$ cat config.mk
export PLATFORM = sky130hd
export DESIGN_NAME = fdset_hasher
export DESIGN_NICKNAME = d
export VERILOG_FILES = /design/src/hdl/assert_macros.svh /design/src/hdl/fdset_pkg.sv /design/src/hdl/fdset_hasher.sv
export SDC_FILE = /design/constraint.sdc
export NUM_CORES = 1
export LEC_CHECK = 0
export BUFFER_PORTS_ARGS = -buffer_cell sky130_fd_sc_hd__buf_2
export CAP_MARGIN = 10
export CORE_AREA = 2 2 210 212
export CTS_CLUSTER_SIZE = 16
export DETAILED_ROUTE_END_ITERATION = 8
export DIE_AREA = 0 0 212 214
export PLACE_DENSITY = 0.56
export SLEW_MARGIN = 5
export SYNTH_ARGS = -nofsm -noshare
export SYNTH_HDL_FRONTEND = slang
export SYNTH_SLANG_ARGS = --single-unit
$ cat constraint.sdc
create_clock -name clk -period 8 [get_ports clk]
set_input_delay 0.8 -clock clk [delete_from_list [all_inputs] [get_ports clk]]
set_output_delay 0.8 -clock clk [all_outputs]
set_load 0.02 [all_outputs]
$ cat src/hdl/assert_macros.svh
// Assertion macros shared by the fingerprint set RTL.
// Needs signals named clk and rst in the including scope.
`ifndef ASSERT_MACROS_SVH
`define ASSERT_MACROS_SVH

// Same-cycle implication, disabled during reset.
`define ASSERT_IMPL(lbl, ante, cons, msg) \
  lbl: assert property (@(posedge clk) disable iff (rst) (ante) |-> (cons)) else $error(msg);

// Next-cycle implication, disabled during reset.
`define ASSERT_NEXT(lbl, ante, cons, msg) \
  lbl: assert property (@(posedge clk) disable iff (rst) (ante) |=> (cons)) else $error(msg);

`endif

$ cat src/hdl/fdset_pkg.sv
// Package for the fingerprint dedup set: constants, item structs, codes.
// No dependencies; imported by fdset_hasher and fingerprint_dedup_set_core.
package fdset_pkg;

  localparam int TABLE_SLOTS = 4096;
  localparam int SLOT_AW     = $clog2(TABLE_SLOTS);
  localparam int COUNT_W     = 13;
  localparam int WORD_W      = 32;
  localparam int HASH_W      = 64;

  localparam logic [COUNT_W-1:0] COUNT_MAX    = '1;
  localparam logic [HASH_W-1:0]  FNV_BASIS    = 64'hCBF29CE484222325;
  // FNV prime is 2^40 + 0x1B3: a shift plus a narrow multiply.
  localparam int                 FNV_SHIFT    = 40;
  localparam logic [HASH_W-1:0]  FNV_PRIME_LO = 64'h00000000000001B3;
  localparam logic [WORD_W-1:0]  COORD_OFFSET = 32'd10000;

  typedef enum logic [1:0] {
    STAT_INSERTED = 2'd0,
    STAT_PRESENT  = 2'd1,
    STAT_CAP      = 2'd2,
    STAT_FULL     = 2'd3
  } status_t;

  typedef enum logic [1:0] {
    ST_CLEAR,
    ST_IDLE,
    ST_START,
    ST_PROBE
  } fsm_state_t;

  typedef struct packed {
    logic signed [WORD_W-1:0] word_value;
    logic                     is_coordinate;
    logic                     end_of_record;
  } in_item_t;

  typedef struct packed {
    status_t              status;
    logic [HASH_W-1:0]    fingerprint;
    logic [COUNT_W-1:0]   visited_count;
  } out_item_t;

endpackage

$ cat src/hdl/fdset_hasher.sv
// Running FNV-1a 64 hash over the words of a record.
// Depends on fdset_pkg.
module fdset_hasher
  import fdset_pkg::*;
(
  input  logic              clk,
  input  logic              rst,
  input  logic              accept,
  input  in_item_t          item,
  output logic [HASH_W-1:0] fingerprint
);

  logic [HASH_W-1:0] running_hash;
  logic [WORD_W-1:0] word_adj;
  logic [HASH_W-1:0] mixed;
  logic [HASH_W-1:0] hash_next;

  always_comb begin
    word_adj  = item.is_coordinate ? (WORD_W'(item.word_value) + COORD_OFFSET)
                                   : WORD_W'(item.word_value);
    mixed     = running_hash ^ {{(HASH_W-WORD_W){1'b0}}, word_adj};
    hash_next = (mixed << FNV_SHIFT) + HASH_W'(mixed * FNV_PRIME_LO);
  end

  // Fold one word per accept; on the last word latch the fingerprint
  // and return to the offset basis.
  always_ff @(posedge clk) begin
    if (rst) begin
      running_hash <= FNV_BASIS;
    end else if (accept) begin
      running_hash <= item.end_of_record ? FNV_BASIS : hash_next;
    end
  end

  always_ff @(posedge clk) begin
    if (accept && item.end_of_record) begin
      fingerprint <= (hash_next == '0) ? HASH_W'(1) : hash_next;
    end
  end

endmodule

==> results.md <==
* Status: finished, final reports clean
* Inst Count DP at between 2000 and 3000
* Routability congestion estimate at between 0.9 and 1
* Sequential-to-total area share from yosys stat at 0.188
* Clock Skews at 16.8 ps
* CP Class: in2reg
* Syn avg cell area at 9.48 um^2
* Maxcap violations at 0
* CTS tree: done
* CTS Buf Count at 17
* Largest net degree at the start of global routing at between 60 and 70
* CTS Root Cell: clkbuf_16
* Total track usage at 0.257
* Die Y at roughly 210 um
* Vias/cell at approximately 5
* Post-Layout Cell Count at approximately 2700
* CP top delay family: adder cells
* Clk pin slew, worst setup/hold paths at approximately 60 ps
* CTS max path bufs at 2
* FF-to-FF path depth at 27
* Cells after Synth at between 1500 and 2000
* Residual DRC count at 0
* Initial core utilization at 0.397
* Post-synth net total at approximately 2300
* Maximum clock rate at between 100 and 150 MHz
* Fin crit share at 0.970
* Avg WL per Cell at 20.5 um
* CTS Hold Bufs at 0
* End point of the critical path: fingerprint[1]
* Vias at roughly 14000
* WHS at 483 ps
* Pre-antenna DRT Iters at 5
* IO Count at 101
* R2R setup slack at between 900 and 1000 ps
* Worst EP required at roughly 8200 ps
* Worst-Skew Late Latency at about 490 ps
* Global route hottest layer: met2
* CP Launch Point: item[6]
* Post-DP HPWL at between 40 and 50 mm
* Chip width at 212 um
* Share of post-route cells with drive strength above 1 at 0.221
* Grt ovf at 0
* RSZ-0062 raised after global routing: yes
* Crit-path max FO at 6
* Remaining antenna violation count at 0
* Layout area overhead at 23.5%
* Diode count at 0
* Yosys warnings at 0
* Final Max Slew Viols at 0
* R2R Path End: fingerprint[1]
* 1st-iter DRT viols at ~830
* Slew HR at 0.287
* Final core occ at 0.490
* Final Hold Viols at 0
* Port bufs at 100
* GR Layer Usage met1 at 0.351
* Cell area after synthesis at 17000 um^2
* Worst stage delay on the critical path at about 560 ps
* Die area at approximately 45000 um^2
* Sink Count at roughly 130
* Initial antenna violation count at 1
* CP Launch Type: input port
* Number of global-route vias before repair at 14400
* Core Rows at 76
* Post-synth EDFFs at 64
* First-pass GRT wire length at around 85 mm
* Min Tclk post-route at slightly below 8000 ps
* CP Data Arrival Time at 7980 ps
* Number of synthesized register bits at between 100 and 150
* CP Buf/Inv Count at 7
* Worst R2R Start: running_hash[8]
* Hold WC Path Type: reg2reg
* Unique masters post-synth at 83
* Met3 Track Usage GR at 0.0520
* Final-report setup violation count at 0
* Met2 usage at 0.398
* Htree depth at 4
* Core ar. at 42900 um^2
* Critical Path Slowest Stage Cell: fa_1
* FFs w/ async S/R, synth at 0
* Stages on the worst setup path at 30
* Post-synth top flop: edfxtp_1
* Worst Tran Pin Value at between 1000 and 1500 ps
* Net count, final at between 2000 and 3000
* Total Wirelength at approximately 56 mm
* Crit end category: flip-flop
-- flip-flops by register name, indices dropped and copies added (netlist names) --
| name | count |
|---|---|
| fingerprint | 64 |
| running_hash | 64 |
-- what timing repair did --
| action | in CTS | in global routing |
|---|---|---|
| setup endpoints to repair | 2 | 3 |
| setup buffers | 1 | 2 |
| gates cloned | 0 | 0 |
| pin swaps | 1 | 8 |
| gates resized for setup | 9 | 38 |
-- layout by cell type, fill, tap and decap left out, types with 5 or more instances in the layout --
cell       synthesis  layout
a21o_1            26      26
nand4_1           31      31
or3_1              6       6
fa_1             237     237
buf_2              8      99
clkbuf_16          0      17
o21bai_1          10      10
nand3b_1           5       5
o21ai_0           58      53
ha_2               0       5
a21oi_2            1       8
nand2b_1          15      15
nor3_1            19      16
ha_1             184     178
xor2_1            54      54
and2_1             7       6
nand3_1           17      17
o21a_1            10      10
nor2b_1           37      36
and3_1             9       8
nand2_1          110     110
a21oi_1          129     122
mux2i_1           25      25
o211ai_1           8       8
nor2_1            85      82
nor4_1             9       6
xnor2_1           75      69
o21ai_1            3       7
dfxtp_1           64      64
buf_4              0     290
and4_1             7       7
edfxtp_1          64      64
inv_1            357     357
-- worst min path at each step --
stage / startpoint / endpoint / slack (ps) / cells after the start
after floorplan: running_hash[1] / running_hash[1] / 460 / 2
final: running_hash[1] / running_hash[1] / 480 / 2
after CTS: running_hash[1] / running_hash[1] / 480 / 2
after detailed placement: running_hash[1] / running_hash[1] / 470 / 2
after global placement: running_hash[3] / running_hash[3] / 470 / 2
after global routing: running_hash[3] / running_hash[3] / 500 / 2
-- synthesized netlist by cell type, types with 8 or more instances --
| cell | number | share of area |
|---|---|---|
| ha_1 | 184 | 0.14 |
| a21oi_1 | 129 | 0.038 |
| nor2_1 | 85 | 0.019 |
| nand2_1 | 110 | 0.024 |
| o21ai_0 | 58 | 0.017 |
| o21bai_1 | 10 | 0.0044 |
| nand2b_1 | 15 | 0.0055 |
| nor2b_1 | 37 | 0.014 |
| xor2_1 | 54 | 0.028 |
| xnor2_1 | 75 | 0.039 |
| o21a_1 | 10 | 0.0044 |
| nor4_1 | 9 | 0.0033 |
| edfxtp_1 | 64 | 0.11 |
| buf_2 | 8 | 0.0024 |
| dfxtp_1 | 64 | 0.075 |
| mux2i_1 | 25 | 0.015 |
| inv_1 | 357 | 0.079 |
| nand3_1 | 17 | 0.0050 |
| and3_1 | 9 | 0.0033 |
| a21o_1 | 26 | 0.011 |
| clkbuf_1 | 39 | 0.0086 |
| o211ai_1 | 8 | 0.0035 |
| nor3_1 | 19 | 0.0056 |
| nand4_1 | 31 | 0.011 |
| fa_1 | 237 | 0.28 |
-- layer usage --
metal | wire length [um] | up-vias
met5 | 0 | -
met4 | 1940 | 0
met3 | 3460 | 83
met2 | 25200 | 387
met1 | 25600 | 6741
li1 | - | 6583
-- worst min-delay path, stage by stage, from the launching register on --
cell	delay, ps
dfxtp_1	320
nand2b_1	70
a21oi_1	50
-- through the flow --
step / cell area (um^2) / TNS, ps / setup slack, ps
6_report: 21000 / 0 / 240
5_1_grt: 21000 / -27.9 / -27.9
4_1_cts: 20800 / 0 / 47.1
3_5_place_dp: 20200 / -1580 / -733
3_3_place_gp: 20200 / -1050 / -533
2_1_floorplan: 17000 / 0 / 535
-- layout make-up --
cell class	count	area, um^2
flip-flops and latches	128	3200
clock inverters	13	141
well taps	585	732
multi-input cells	1258	12500
fillers	4150	21900
inverters	357	1340
repair buffers	389	2670
clock buffers	19	433
-- cells by family (layout without fill, tap and decap cells) --
kind of cell    count (synthesis)  count (layout)  share of synthesized area
compound gates                305             305                      0.113
buf+inv                       408             778                     0.0906
xor+xnor                      129             129                     0.0664
simple gates                  377             377                      0.112
flops                         128             128                      0.188
fa+ha+maj                     421             421                      0.414
mux                            26              26                     0.0154
Power is left out: the tool's default activity adds up to more than one toggle a clock period on the data nets, which glitch-free logic cannot reach.
